--- config.mk ---
export PLATFORM = sky130hd
export DESIGN_NAME = gaussian_kernel_density_core
export DESIGN_NICKNAME = d
export VERILOG_FILES = /design/src/hdl/gkd_pkg.sv /design/src/hdl/gkd_fifo.sv /design/src/hdl/gkd_front.sv /design/src/hdl/gkd_div.sv /design/src/hdl/gkd_back.sv /design/src/hdl/gaussian_kernel_density_core.sv
export SDC_FILE = /design/constraint.sdc
export NUM_CORES = 2
export LEC_CHECK = 0
export ABC_CLOCK_PERIOD_IN_PS = 12930
export BUFFER_PORTS_ARGS = -buffer_cell sky130_fd_sc_hd__buf_2
export CORE_UTILIZATION = 45
export CTS_CLUSTER_DIAMETER = 150
export DETAILED_ROUTE_END_ITERATION = 12
export MAX_ROUTING_LAYER = met4
export PLACE_DENSITY = 0.72
export SETUP_SLACK_MARGIN = 0.4
export SLEW_MARGIN = 20
export SYNTH_ARGS = -nofsm -noshare
export SYNTH_HDL_FRONTEND = slang
export SYNTH_HIERARCHICAL = 1
export SYNTH_SLANG_ARGS = --single-unit
--- constraint.sdc ---
create_clock -name i_clk -period 12.93 [get_ports i_clk]
set_input_delay 0.6465 -clock i_clk [delete_from_list [all_inputs] [get_ports i_clk]]
set_output_delay 0.6465 -clock i_clk [all_outputs]
set_load 0.01 [all_outputs]
--- src/hdl/gkd_pkg.sv ---
// ----------------------------------------------------------------------------
// gkd_pkg: shared types and constants of the Gaussian kernel density core
// Payload structs, fixed-point constants of the exp evaluation, and queue
// sizes.
// ----------------------------------------------------------------------------
package gkd_pkg;

    // One input transaction: a signed Q4.12 component and its last flag
    typedef struct packed {
        logic signed [15:0] component;
        logic               last;
    } t_in;

    // One result transaction: unsigned Q16.16 density and saturation flag
    typedef struct packed {
        logic [31:0] density;
        logic        saturated;
    } t_out;

    // One finished vector handed from front to back
    typedef struct packed {
        logic [31:0] sum;
        logic        ovf;
    } t_job;

    // Q0.32 constants
    localparam logic [31:0] LOG2E_HALF = 32'd3098164009;   // 0.5*log2(e)
    localparam logic [31:0] LN2_Q32    = 32'd2977044472;   // ln(2)
    localparam logic [31:0] NORM_RESET = 32'd26145;

    // Taylor series of exp(-u)
    localparam int SERIES_TERMS = 12;
    localparam int K_W          = 4;        // holds term index up to SERIES_TERMS
    localparam int TERM_W       = 32;
    localparam int DIV_DIGIT    = 4;        // quotient bits per divider cycle
    localparam int DIV_STEPS    = TERM_W / DIV_DIGIT;

    // Queue depths
    localparam int JOB_DEPTH = 2;
    localparam int RES_DEPTH = 2;

    // Configuration port
    localparam int ADDR_W = 3;

endpackage

--- src/hdl/gkd_fifo.sv ---
// ----------------------------------------------------------------------------
// gkd_fifo: small synchronous queue
// Register-based FIFO with first-word-fall-through read side.
// ----------------------------------------------------------------------------
module gkd_fifo #(
    parameter int WIDTH = $bits(gkd_pkg::t_job),
    parameter int DEPTH = gkd_pkg::JOB_DEPTH
) (
    input  logic             i_clk,
    input  logic             i_rst_n,
    input  logic             i_push,
    input  logic [WIDTH-1:0] i_data,
    output logic             o_full,
    input  logic             i_pop,
    output logic [WIDTH-1:0] o_data,
    output logic             o_empty
);
    localparam int PTR_W = (DEPTH > 1) ? $clog2(DEPTH) : 1;
    localparam int CNT_W = $clog2(DEPTH + 1);
    localparam logic [PTR_W-1:0] PTR_LAST = PTR_W'(DEPTH - 1);
    localparam logic [CNT_W-1:0] CNT_FULL = CNT_W'(DEPTH);

    logic [WIDTH-1:0] r_mem [DEPTH];
    logic [PTR_W-1:0] r_wr_ptr, n_wr_ptr;
    logic [PTR_W-1:0] r_rd_ptr, n_rd_ptr;
    logic [CNT_W-1:0] r_count, n_count;
    logic             do_push, do_pop;

    assign o_full  = (r_count == CNT_FULL);
    assign o_empty = (r_count == '0);
    assign o_data  = r_mem[r_rd_ptr];
    assign do_push = i_push && !o_full;
    assign do_pop  = i_pop && !o_empty;

    // pointer and fill count update
    always_comb begin
        n_wr_ptr = r_wr_ptr;
        n_rd_ptr = r_rd_ptr;
        n_count  = r_count;
        if (do_push) begin
            n_wr_ptr = (r_wr_ptr == PTR_LAST) ? '0 : r_wr_ptr + 1'b1;
        end
        if (do_pop) begin
            n_rd_ptr = (r_rd_ptr == PTR_LAST) ? '0 : r_rd_ptr + 1'b1;
        end
        if (do_push && !do_pop) begin
            n_count = r_count + 1'b1;
        end else if (do_pop && !do_push) begin
            n_count = r_count - 1'b1;
        end
    end

    always_ff @(posedge i_clk) begin
        if (!i_rst_n) begin
            r_wr_ptr <= '0;
            r_rd_ptr <= '0;
            r_count  <= '0;
        end else begin
            r_wr_ptr <= n_wr_ptr;
            r_rd_ptr <= n_rd_ptr;
            r_count  <= n_count;
        end
    end

    // storage
    always_ff @(posedge i_clk) begin
        if (do_push) begin
            r_mem[r_wr_ptr] <= i_data;
        end
    end

endmodule

--- src/hdl/gkd_front.sv ---
// ----------------------------------------------------------------------------
// gkd_front: sum-of-squares accumulator
// Squares each component and adds it into a saturating Q8.24 sum; the item
// flagged last hands the finished sum to the job queue and clears it.
// ----------------------------------------------------------------------------
module gkd_front (
    input  logic           i_clk,
    input  logic           i_rst_n,
    input  logic           i_push,
    input  gkd_pkg::t_in   i_item,
    input  logic           i_job_full,
    output logic           o_job_push,
    output gkd_pkg::t_job  o_job
);
    import gkd_pkg::*;

    logic [31:0] r_sum, n_sum;
    logic        r_ovf, n_ovf;
    logic        accept;
    logic [15:0] mag;
    logic [31:0] sq;
    logic [32:0] sum_wide;
    logic [31:0] sum_sat;
    logic        sum_clip;

    assign accept = i_push && !i_job_full;

    // magnitude and square; the most negative code maps to 0x8000
    assign mag = i_item.component[15] ? (16'd0 - i_item.component) : i_item.component;
    assign sq  = {16'd0, mag} * {16'd0, mag};

    // saturating add
    assign sum_wide = {1'b0, r_sum} + {1'b0, sq};
    assign sum_clip = sum_wide[32];
    assign sum_sat  = sum_clip ? '1 : sum_wide[31:0];

    assign o_job_push = accept && i_item.last;
    assign o_job.sum  = sum_sat;
    assign o_job.ovf  = r_ovf || sum_clip;

    always_comb begin
        n_sum = r_sum;
        n_ovf = r_ovf;
        if (accept) begin
            if (i_item.last) begin
                n_sum = '0;
                n_ovf = 1'b0;
            end else begin
                n_sum = sum_sat;
                n_ovf = r_ovf || sum_clip;
            end
        end
    end

    always_ff @(posedge i_clk) begin
        if (!i_rst_n) begin
            r_sum <= '0;
            r_ovf <= 1'b0;
        end else begin
            r_sum <= n_sum;
            r_ovf <= n_ovf;
        end
    end

endmodule

--- src/hdl/gkd_div.sv ---
// ----------------------------------------------------------------------------
// gkd_div: small-divisor iterative divider
// Restoring division of a 32-bit term by a 4-bit index, several quotient
// bits per cycle.
// ----------------------------------------------------------------------------
module gkd_div (
    input  logic                       i_clk,
    input  logic                       i_rst_n,
    input  logic                       i_start,
    input  logic [gkd_pkg::TERM_W-1:0] i_dividend,
    input  logic [gkd_pkg::K_W-1:0]    i_divisor,
    output logic                       o_done,
    output logic [gkd_pkg::TERM_W-1:0] o_quot
);
    import gkd_pkg::*;

    localparam int CNT_W = $clog2(DIV_STEPS);
    localparam logic [CNT_W-1:0] CNT_LAST = CNT_W'(DIV_STEPS - 1);

    logic              r_busy, n_busy;
    logic              r_done, n_done;
    logic [CNT_W-1:0]  r_cnt, n_cnt;
    logic [TERM_W-1:0] r_q;
    logic [K_W-1:0]    r_rem;
    logic [K_W-1:0]    r_div;
    logic [TERM_W-1:0] step_q;
    logic [K_W-1:0]    step_rem;

    // one group of quotient bits, MSB first
    always_comb begin
        logic [K_W:0] trial;
        step_q   = r_q;
        step_rem = r_rem;
        for (int i = 0; i < DIV_DIGIT; i++) begin
            trial  = {step_rem, step_q[TERM_W-1]};
            step_q = {step_q[TERM_W-2:0], 1'b0};
            if (trial >= {1'b0, r_div}) begin
                trial     = trial - {1'b0, r_div};
                step_q[0] = 1'b1;
            end
            step_rem = trial[K_W-1:0];
        end
    end

    // control
    always_comb begin
        n_busy = r_busy;
        n_cnt  = r_cnt;
        n_done = 1'b0;
        if (i_start) begin
            n_busy = 1'b1;
            n_cnt  = '0;
        end else if (r_busy) begin
            n_cnt = r_cnt + 1'b1;
            if (r_cnt == CNT_LAST) begin
                n_busy = 1'b0;
                n_done = 1'b1;
            end
        end
    end

    always_ff @(posedge i_clk) begin
        if (!i_rst_n) begin
            r_busy <= 1'b0;
            r_done <= 1'b0;
            r_cnt  <= '0;
        end else begin
            r_busy <= n_busy;
            r_done <= n_done;
            r_cnt  <= n_cnt;
        end
    end

    // datapath
    always_ff @(posedge i_clk) begin
        if (i_start) begin
            r_q   <= i_dividend;
            r_rem <= '0;
            r_div <= i_divisor;
        end else if (r_busy) begin
            r_q   <= step_q;
            r_rem <= step_rem;
        end
    end

    assign o_done = r_done;
    assign o_quot = r_q;

endmodule

--- src/hdl/gkd_back.sv ---
// ----------------------------------------------------------------------------
// gkd_back: exponential and scaling sequencer
// Turns one finished sum into norm_constant * exp(-sum/2) through a shared
// 32x32 multiplier, the series divider and a final rounding shift.
// ----------------------------------------------------------------------------
module gkd_back (
    input  logic           i_clk,
    input  logic           i_rst_n,
    input  logic           i_job_empty,
    input  gkd_pkg::t_job  i_job,
    output logic           o_job_pop,
    input  logic [31:0]    i_norm,
    input  logic           i_res_full,
    output logic           o_res_push,
    output gkd_pkg::t_out  o_res
);
    import gkd_pkg::*;

    localparam int ACC_W = 35;
    localparam logic [ACC_W-1:0] ACC_ONE = 35'h1_0000_0000;
    localparam logic [K_W-1:0]   K_FIRST = K_W'(2);
    localparam logic [K_W-1:0]   K_LAST  = K_W'(SERIES_TERMS);

    typedef enum logic [10:0] {
        S_IDLE = 11'b000_0000_0001,
        S_MT   = 11'b000_0000_0010,  // t = sum * log2(e)/2
        S_MF   = 11'b000_0000_0100,  // u = frac(t) * ln2
        S_U    = 11'b000_0000_1000,  // first series term
        S_TM   = 11'b000_0001_0000,  // term * u
        S_TS   = 11'b000_0010_0000,  // start divide by k
        S_TW   = 11'b000_0100_0000,  // wait quotient, accumulate
        S_P    = 11'b000_1000_0000,  // clamp series value
        S_MP   = 11'b001_0000_0000,  // norm * p
        S_SH   = 11'b010_0000_0000,  // scale by 2^-(32+n), round
        S_OUT  = 11'b100_0000_0000   // hand result to output queue
    } t_state;

    t_state            r_state, n_state;
    logic [K_W-1:0]    r_k, n_k;
    logic [31:0]       r_sum, n_sum;
    logic              r_ovf, n_ovf;
    logic [7:0]        r_n, n_n;
    logic [31:0]       r_u, n_u;
    logic [31:0]       r_term, n_term;
    logic [ACC_W-1:0]  r_acc, n_acc;
    logic [32:0]       r_p, n_p;
    logic [32:0]       r_dens, n_dens;
    logic [63:0]       r_prod, n_prod;
    logic [31:0]       mul_a, mul_b;
    logic [63:0]       mul_p;
    logic [63:0]       shifted;
    logic              div_start, div_done;
    logic [TERM_W-1:0] div_quot;

    gkd_div u_div (
        .i_clk      (i_clk),
        .i_rst_n    (i_rst_n),
        .i_start    (div_start),
        .i_dividend (r_prod[63:32]),
        .i_divisor  (r_k),
        .o_done     (div_done),
        .o_quot     (div_quot)
    );

    // shared multiplier operand select
    always_comb begin
        mul_a = r_term;
        mul_b = r_u;
        case (r_state)
            S_MT: begin
                mul_a = r_sum;
                mul_b = LOG2E_HALF;
            end
            S_MF: begin
                mul_a = r_prod[55:24];
                mul_b = LN2_Q32;
            end
            S_MP: begin
                mul_a = i_norm;
                mul_b = r_p[31:0];
            end
            default: begin
                mul_a = r_term;
                mul_b = r_u;
            end
        endcase
    end

    assign mul_p     = {32'd0, mul_a} * {32'd0, mul_b};
    assign shifted   = r_prod >> r_n[4:0];
    assign div_start = (r_state == S_TS);
    assign o_job_pop = (r_state == S_IDLE) && !i_job_empty;

    // result formatting with output clamp
    assign o_res_push      = (r_state == S_OUT) && !i_res_full;
    assign o_res.density   = r_dens[32] ? '1 : r_dens[31:0];
    assign o_res.saturated = r_ovf || r_dens[32];

    // sequencer
    always_comb begin
        n_state = r_state;
        n_k     = r_k;
        n_sum   = r_sum;
        n_ovf   = r_ovf;
        n_n     = r_n;
        n_u     = r_u;
        n_term  = r_term;
        n_acc   = r_acc;
        n_p     = r_p;
        n_dens  = r_dens;
        n_prod  = r_prod;
        case (r_state)
            S_IDLE: begin
                if (!i_job_empty) begin
                    n_sum   = i_job.sum;
                    n_ovf   = i_job.ovf;
                    n_state = S_MT;
                end
            end
            S_MT: begin
                n_prod  = mul_p;
                n_state = S_MF;
            end
            S_MF: begin
                n_n     = r_prod[63:56];
                n_prod  = mul_p;
                n_state = S_U;
            end
            S_U: begin
                // first term is u itself
                n_u     = r_prod[63:32];
                n_term  = r_prod[63:32];
                n_acc   = ACC_ONE - {3'd0, r_prod[63:32]};
                n_k     = K_FIRST;
                n_state = S_TM;
            end
            S_TM: begin
                n_prod  = mul_p;
                n_state = S_TS;
            end
            S_TS: begin
                n_state = S_TW;
            end
            S_TW: begin
                if (div_done) begin
                    n_term = div_quot;
                    if (r_k[0]) begin
                        n_acc = r_acc - {3'd0, div_quot};
                    end else begin
                        n_acc = r_acc + {3'd0, div_quot};
                    end
                    if (r_k == K_LAST) begin
                        n_state = S_P;
                    end else begin
                        n_k     = r_k + 1'b1;
                        n_state = S_TM;
                    end
                end
            end
            S_P: begin
                if (r_acc[ACC_W-1]) begin
                    n_p = '0;
                end else if (r_acc[ACC_W-2:0] > ACC_ONE[ACC_W-2:0]) begin
                    n_p = ACC_ONE[32:0];
                end else begin
                    n_p = r_acc[32:0];
                end
                n_state = S_MP;
            end
            S_MP: begin
                // p of exactly one scales by a plain shift
                n_prod  = r_p[32] ? {i_norm, 32'd0} : mul_p;
                n_state = S_SH;
            end
            S_SH: begin
                if (r_n < 8'd32) begin
                    n_dens = {1'b0, shifted[63:32]} + {32'd0, shifted[31]};
                end else if (r_n == 8'd32) begin
                    n_dens = {32'd0, r_prod[63]};
                end else begin
                    n_dens = '0;
                end
                n_state = S_OUT;
            end
            S_OUT: begin
                if (!i_res_full) begin
                    n_state = S_IDLE;
                end
            end
            default: begin
                n_state = S_IDLE;
            end
        endcase
    end

    always_ff @(posedge i_clk) begin
        if (!i_rst_n) begin
            r_state <= S_IDLE;
            r_k     <= K_FIRST;
        end else begin
            r_state <= n_state;
            r_k     <= n_k;
        end
    end

    always_ff @(posedge i_clk) begin
        r_sum  <= n_sum;
        r_ovf  <= n_ovf;
        r_n    <= n_n;
        r_u    <= n_u;
        r_term <= n_term;
        r_acc  <= n_acc;
        r_p    <= n_p;
        r_dens <= n_dens;
        r_prod <= n_prod;
    end

    // series index stays within the term range while the series runs
    a_k_range: assert property (@(posedge i_clk) disable iff (!i_rst_n)
        (r_state == S_TM || r_state == S_TS || r_state == S_TW) |->
        (r_k >= K_FIRST && r_k <= K_LAST))
        else $error("series index out of range");

    // a quotient only arrives while the sequencer waits for it
    a_div_done_wait: assert property (@(posedge i_clk) disable iff (!i_rst_n)
        div_done |-> (r_state == S_TW))
        else $error("divider finished outside wait state");

    // divider start is always followed by a wait state
    a_div_start: assert property (@(posedge i_clk) disable iff (!i_rst_n)
        div_start |=> (r_state == S_TW))
        else $error("divider started without waiting");

    // a result leaves only from the output state into idle
    a_push_idle: assert property (@(posedge i_clk) disable iff (!i_rst_n)
        o_res_push |=> (r_state == S_IDLE))
        else $error("result push did not return to idle");

endmodule

--- src/hdl/gaussian_kernel_density_core.sv ---
// ----------------------------------------------------------------------------
// gaussian_kernel_density_core: standard Gaussian kernel density evaluator
// Accumulates squared components of a vector and emits
// norm_constant * exp(-0.5 * sum) per vector.
// ----------------------------------------------------------------------------
//
//  Channel   Direction  Handshake              Payload
//  item      in         push / full            component (Q4.12), last
//  result    out        pop / empty            density (Q16.16), saturated
//  config    in         APB psel/penable       norm_constant at byte 0x0
//
//  A component is taken every cycle while the job queue has room.
//  In the back sequencer each vector's density runs eleven series terms,
//  each made of a multiply, a divider start, eight divide steps and the
//  quotient hand-back.
//  Two finished vectors may wait in the job queue; two results in the output
//  queue. A full output queue stalls the sequencer, then the job queue.
//  Reset is synchronous and active low; there is no clearing pass.
//
module gaussian_kernel_density_core #(
    parameter int JOB_DEPTH = gkd_pkg::JOB_DEPTH,
    parameter int RES_DEPTH = gkd_pkg::RES_DEPTH
) (
    input  logic                       i_clk,
    input  logic                       i_rst_n,
    // item queue side
    input  logic                       push,
    input  gkd_pkg::t_in               i_item,
    output logic                       full,
    // result queue side
    output logic                       empty,
    input  logic                       pop,
    output gkd_pkg::t_out              o_result,
    // configuration
    input  logic                       psel,
    input  logic                       penable,
    input  logic                       pwrite,
    input  logic [gkd_pkg::ADDR_W-1:0] paddr,
    input  logic [31:0]                pwdata,
    output logic [31:0]                prdata,
    output logic                       pready
);
    import gkd_pkg::*;

    localparam logic REG_NORM_CONSTANT = 1'b0;

    logic [31:0] r_norm;
    logic        cfg_wr;
    logic        job_push, job_full, job_pop, job_empty;
    t_job        job_in, job_out;
    logic        res_push, res_full;
    t_out        res_in;

    // configuration register
    assign pready = 1'b1;
    assign cfg_wr = psel && penable && pwrite && pready;
    assign prdata = (paddr[2] == REG_NORM_CONSTANT) ? r_norm : 32'd0;

    always_ff @(posedge i_clk) begin
        if (!i_rst_n) begin
            r_norm <= NORM_RESET;
        end else if (cfg_wr && (paddr[2] == REG_NORM_CONSTANT)) begin
            r_norm <= pwdata;
        end
    end

    // front: square and accumulate
    assign full = job_full;

    gkd_front u_front (
        .i_clk      (i_clk),
        .i_rst_n    (i_rst_n),
        .i_push     (push),
        .i_item     (i_item),
        .i_job_full (job_full),
        .o_job_push (job_push),
        .o_job      (job_in)
    );

    // queue of finished sums
    gkd_fifo #(
        .WIDTH ($bits(t_job)),
        .DEPTH (JOB_DEPTH)
    ) u_job_q (
        .i_clk   (i_clk),
        .i_rst_n (i_rst_n),
        .i_push  (job_push),
        .i_data  (job_in),
        .o_full  (job_full),
        .i_pop   (job_pop),
        .o_data  (job_out),
        .o_empty (job_empty)
    );

    // back: exp and scaling
    gkd_back u_back (
        .i_clk       (i_clk),
        .i_rst_n     (i_rst_n),
        .i_job_empty (job_empty),
        .i_job       (job_out),
        .o_job_pop   (job_pop),
        .i_norm      (r_norm),
        .i_res_full  (res_full),
        .o_res_push  (res_push),
        .o_res       (res_in)
    );

    // output queue
    gkd_fifo #(
        .WIDTH ($bits(t_out)),
        .DEPTH (RES_DEPTH)
    ) u_res_q (
        .i_clk   (i_clk),
        .i_rst_n (i_rst_n),
        .i_push  (res_push),
        .i_data  (res_in),
        .o_full  (res_full),
        .i_pop   (pop),
        .o_data  (o_result),
        .o_empty (empty)
    );

endmodule

== Word-level counts from Yosys, hierarchy flattened ==
Memories as Yosys holds them, arrays and structs flattened. A register that Yosys moved wholly into a read port is not among the register bits.
Cells that the tools add are included.
Operators by class
  add/subtract/negate cells: 20
  magnitude comparators: 6
  eq/ne operators: 20
  shift-type cells: 1
  mux-type cells: 54
  reduce and logical (&&, ||, !) cells: 40
  multiply operators: 2
  bitwise operators: 4
Operator list (number)
  32-bit two-way mux: 7
  32-bit case mux with 3 select lines: 2
  64-bit case mux with 2 select lines: 1
  11-bit case mux with 11 select lines: 1
  35-bit two-way mux: 2
  35-bit case mux with 2 select lines: 1
  33-bit two-way mux: 2
  32-bit by 32-bit multiplier with 64-bit output: 1
  64-bit two-way mux: 1
  32-bit case mux with 2 select lines: 1
  64-bit by 5-bit >> shifter with 64-bit output: 1
  35-bit by 32-bit adder with 35-bit output: 1
  35-bit by 32-bit subtractor with 35-bit output: 1
  34-bit by 33-bit > comparator with 1-bit output (second input constant): 1
  33-bit by 32-bit subtractor with 34-bit output (first input constant): 1
  32-bit by 1-bit adder with 33-bit output: 1
  32-bit by 32-bit adder with 33-bit output: 1
  11-bit two-way mux: 3
  16-bit by 16-bit multiplier with 32-bit output: 1
  4-bit two-way mux: 6
  5-bit by 4-bit >= comparator with 1-bit output: 4
  1-bit two-way mux: 20
  16-bit two-way mux: 1
  1-bit by 16-bit subtractor with 16-bit output (first input constant): 1
  other kinds (36): 85
Word-level totals
  memory bits (writable): 132
  logic and storage cells: 174
  memories kept: 2
  register bits: 370
Memories
  u_job_q.r_mem: words 2, width 33, read ports 1, clocked after memory_dff 1, write ports 1, line gkd_fifo.sv:23  | logic [WIDTH-1:0] r_mem [DEPTH];
  u_res_q.r_mem: words 2, width 33, read ports 1, clocked after memory_dff 1, write ports 1, line gkd_fifo.sv:23

== Logic depth before layout (Yosys ltp) ==
  depth after elaboration: 10
  depth in mapped cells: 40
  gate-level depth less buffers: 37

== By module ==
The synthesis kept the hierarchy.
By module, submodules not included
  gkd_back: area each 48237.5 um2, cells each 5325, instances 1, seq. area each 7687.4 um2
  gkd_front: area each 9775.6 um2, cells each 1110, instances 1, seq. area each 660.6 um2
  gkd_fifo: area each 2607.5 um2, cells each 128, instances 2, seq. area each 2082.0 um2
  gkd_div: area each 2723.9 um2, cells each 219, instances 1, seq. area each 1261.2 um2
  gaussian_kernel_density_core: area each 1567.8 um2, cells each 177, instances 1, seq. area each 640.6 um2

== Least setup slack after synthesis ==
OpenSTA, ideal clock, no wires.
  kind: register to register
  start point: reg u_back.r_state[0]
  end point: reg u_back.r_prod[56] (data pin)
  library setup time: 0.270 ns
  cell stages (with the launch flop): 37
  data required time: 12.660 ns
  setup slack: 2.563 ns
  data arrival time: 10.097 ns
  period minus slack after synthesis: 10.367 ns
  buffers on the path: 5
  cells stage by stage: dfxtp_1 -> buf_6 -> or4_1 -> buf_2 -> and2_2 -> or3_1 -> clkbuf_1 -> clkbuf_1 -> a22o_1 -> a221oi_1 -> clkbuf_1 -> nor2_1 -> fa_1 -> inv_1 -> fa_1 -> inv_1 -> fa_1 -> inv_1 -> fa_1 -> inv_1 -> fa_1 -> fa_1 -> fa_1 -> fa_1 -> ha_1 -> a21o_1 -> a21o_1 -> a21oi_1 -> a2bb2oi_1 -> o21ai_0 -> or4_4 -> a311oi_2 -> o31ai_2 -> a211oi_2 -> o21bai_1 -> xnor2_1 -> a21oi_1
On the way
  longest elaborated chain between the ends: 5
  elaborated cells on any way between the ends: 10
  those cells by class: mul: 1; eq/ne: 4; mux: 4; reduce/logical: 1
RTL lines
  from (decl): line gkd_back.sv:38  | t_state r_state, n_state;
  from (signal assigned): line gkd_back.sv:201  | r_state <= n_state;
  11-bit by 9-bit equality test with 1-bit output (tied with other cells): line gkd_back.sv:69, gkd_back.sv:112
  32-bit case mux with 3 select lines: line gkd_back.sv:69  | case (r_state)
  32-bit by 32-bit multiplier with 64-bit output: line gkd_back.sv:89  | assign mul_p = {32'd0, mul_a} * {32'd0, mul_b};
  64-bit two-way mux: line gkd_back.sv:172  | n_prod = r_p[32] ? {i_norm, 32'd0} : mul_p;
  64-bit case mux with 2 select lines *: line gkd_back.sv:112  | case (r_state)
  via u_back.n_prod[56]: line gkd_back.sv:48  | logic [63:0] r_prod, n_prod;
  to (signal assigned): line gkd_back.sv:215  | r_prod <= n_prod;
  to (decl): line gkd_back.sv:48
Mark *: on every way through the listed nets, which the timed path passes. The rest lies on a longest branch.
A chain may end at the register's enable or synchronous reset.

== Final worst setup path ==
  start point: reg u_back.r_state[1]
  end point: reg u_back.r_prod[57] (data pin)
Same word-level chain as after synthesis.

==> impl_results.md <==
- Outcome: complete, no violations
- Tcrit/Tclk final: 92.94%
- CP startpoint kind: flop
- RSZ-0062 raised after global routing: false
- Post-synthesis cell type count: 111
- Critical Path RT: 13.36 ns
- Clock Latency Late Sink: 0.71 ns
- DP HPWL: 176.4 mm
- Final Hold Viols: 0
- Die height: 389.4 µm
- Synth Register Bits: 513
- Hold WS: 0.1878 ns
- Synthesized cell area: 67520 µm²
- Min cycle time layout: 12.02 ns
- NumNets Final: 8680
- Fraction of layout cells with a size suffix above 1: 9.944%
- Synth Flop Type: edfxtp_1
- Origin of the critical flop-to-flop path: u_back/r_state[1]
- Fmax: 0.08322 GHz
- Top cells by area, synth: fa_1 (32%), edfxtp_1 (18%), ha_1 (7.9%)
- Area delta synth->final: 7.813%
- Vias in the first global route: 55.05k
- Core box area: 148400 µm²
- Tightest Pin Transition: 1.107 ns
- Core Util, Final: 49.06%
- Total track usage: 30.89%
- Yosys top cell by area: fa_1
- H-tree depth: 2
- Post-synthesis sequential area ratio: 21.35%
- Die Span X: 389.4 µm
- Setup Skew: 0.09004 ns
- Max-Cap Viols: 0
- Fillers: 13.64k
- Initial DRC count: 5850
- Clk buf depth: 3
- Worst min-delay path class: in -> reg
- Worst hold path stage count: 3
- Worst flop-to-flop path endpoint: u_back/r_prod[57]
- CTS tree: built
- Slew margin rel.: 26.16%
- Routed length per instance: 24.56 µm
- Die area: 151600 µm²
- Slowest library cell on the worst path: or3_1
- CP max FO: 23
- DR vias: 52.66k
- Via density: 5.746
- Cts repair resizes: 0
- Setup TNS: 0 ns
- Post-synth top area share: 32.38%
- Synth warn: 6
- DR DRC count: 0
- Most used cell, CP: fa_1
- Critical hold path startpoint: pwdata[17]
- Final Wtd Congestion: 1.065
- Hold path endpoint: r_norm[17]
- Crit-path max cell delay: 0.71 ns
- R2R Setup Slk: 0.91 ns
- Clock sink count: 513
- WL final: 225.0 mm
- Final number of setup-violating endpoints: 0
- TritonCTS Buffers: 55
- FP Rows: 141
- Cts-stage hold buffer count: 0
- Seq. cell area: 14410 µm²
- Buffers on Ports: 123
- Pin count of the biggest net entering global routing: 88
- Pre-antenna DRT Iters: 7
- Antenna viol nets, final: 0
- Critical path class: reg -> reg
- First-pass GRT wire length: 338.6 mm
- Multi-input gate area: 47110 µm²
- Initial Util: 45.51%
- Post-Syn Instances: 7087
- Initial antenna violation count: 13
- EDFF count, synth: 414
- Max-slew violations: 0
- IO Count: 127
- Avg Inst Size Synth: 9.527 µm²
- Postcts setup bufs: 0
- Reg2reg path depth: 34
- Clk pin slew, worst setup/hold paths: 0.06 ns
- Worst setup EP type: flop
- Congestion Overflow GR: 0
- Root buffer selected by CTS: clkbuf_16
- Ys async rst share: 0%
- Critical Path AT: 12.45 ns
## layer usage
metal / GRT usage (%) / vias to the layer above / part of all wire (%)
met1: 38.00 / 26610 / 37
met4: 16.43 / 0 / 6.4
li1: - / 22480 / -
met5: - / - / 0
met3: 8.010 / 681 / 12
met2: 46.66 / 2884 / 44
## cell families after synthesis
kind of cell,count (synthesis),share of synthesized area [%]
adders and majority gates,1516,40.23
DFF,513,21.35
buffers and inverters,1658,9.443
and+or+nand+nor,2215,14.53
other,3,0.01668
AOI/OAI and AO/OA,757,7.601
muxes,215,4.082
xor gates and xnor gates,210,2.746
## placed cells by master (no fill, tap or decap), types with 21 or more instances in the layout
cell,n
a21o_1,71
a21oi_1,199
a221o_1,31
a221oi_2,26
a22o_1,66
and2_1,68
and3_1,37
buf_2,122
buf_4,189
clkbuf_16,55
dfxtp_1,99
edfxtp_1,414
fa_1,1092
ha_1,424
inv_1,1287
mux2_2,106
mux2i_1,70
mux4_2,36
nand2_1,855
nand2b_1,40
nand3_1,61
nand4_1,32
nor2_1,787
nor2b_1,67
nor3_1,63
nor4_1,28
o21a_1,24
o21ai_0,145
o21bai_1,21
or2_2,48
or3_1,28
xnor2_1,137
xor2_1,70
## critical path, delay by kind of cell (launching register included)
family	cells	cell delay, ns
adders and majority gates	9	4.48
and+or+nand+nor	6	2.54
AOI/OAI and AO/OA	10	2.75
buffers and inverters	8	1.17
xor gates and xnor gates	1	0.36
DFF	1	0.44
## how the worst max path moves through the flow
stage                        end  slack (ns)               from
4_1_cts        u_back/r_prod[57]        1.22  u_back/r_state[1]
2_1_floorplan  u_back/r_prod[56]        2.56  u_back/r_state[0]
6_report       u_back/r_prod[57]        0.91  u_back/r_state[1]
3_5_place_dp   u_back/r_prod[57]        1.24  u_back/r_state[1]
5_1_grt        u_back/r_prod[57]        0.63  u_back/r_state[1]
3_3_place_gp   u_back/r_prod[60]        1.03  u_back/r_state[1]
## flip-flops by register name (all words and copies together), names as in the netlist, 11 cells and up, named ones only
name and count:
u_job_q/r_mem 66, u_res_q/r_mem 66, u_back/r_prod 40, u_back/r_acc 35, u_back/r_dens 33, u_back/r_p 33
r_norm 32, u_back/r_sum 32, u_back/r_term 32, u_back/r_u 32, u_back/u_div/o_quot 32, u_front/r_sum 32
u_back/r_state 11
## layout make-up
class | count | share of cell area, %
diodes | 12 | 0.04125
clock buffers | 72 | 2.020
clock inverters | 30 | 0.4624
inverters | 1298 | 6.693
multi-input cells | 4924 | 64.71
flip-flops and latches | 513 | 19.80
well taps | 2002 | 3.441
repair buffers | 313 | 2.831
## Yosys cell counts (67+ instances only)
master / instances
mux2i_1: 70
and2_1: 68
fa_1: 1092
a21oi_1: 199
a21o_1: 71
nor2b_1: 68
inv_1: 1288
a22o_1: 67
nor2_1: 788
nand2_1: 856
edfxtp_1: 414
ha_1: 424
o21ai_0: 147
clkbuf_1: 301
mux2_2: 106
xor2_1: 70
dfxtp_1: 99
xnor2_1: 138
## per-stage QoR
stage          area [µm²]  std cells  setup WS, ns
2_1_floorplan       67550       7095         2.563
3_3_place_gp        70930       9049         1.033
3_5_place_dp        70960       9050         1.238
4_1_cts             72760       9152         1.223
5_1_grt             72790       9161        0.6258
6_report            72790       9164        0.9130
Power is left out: the tool's default activity adds up to more than one toggle a clock period on the data nets, which glitch-free logic cannot reach.
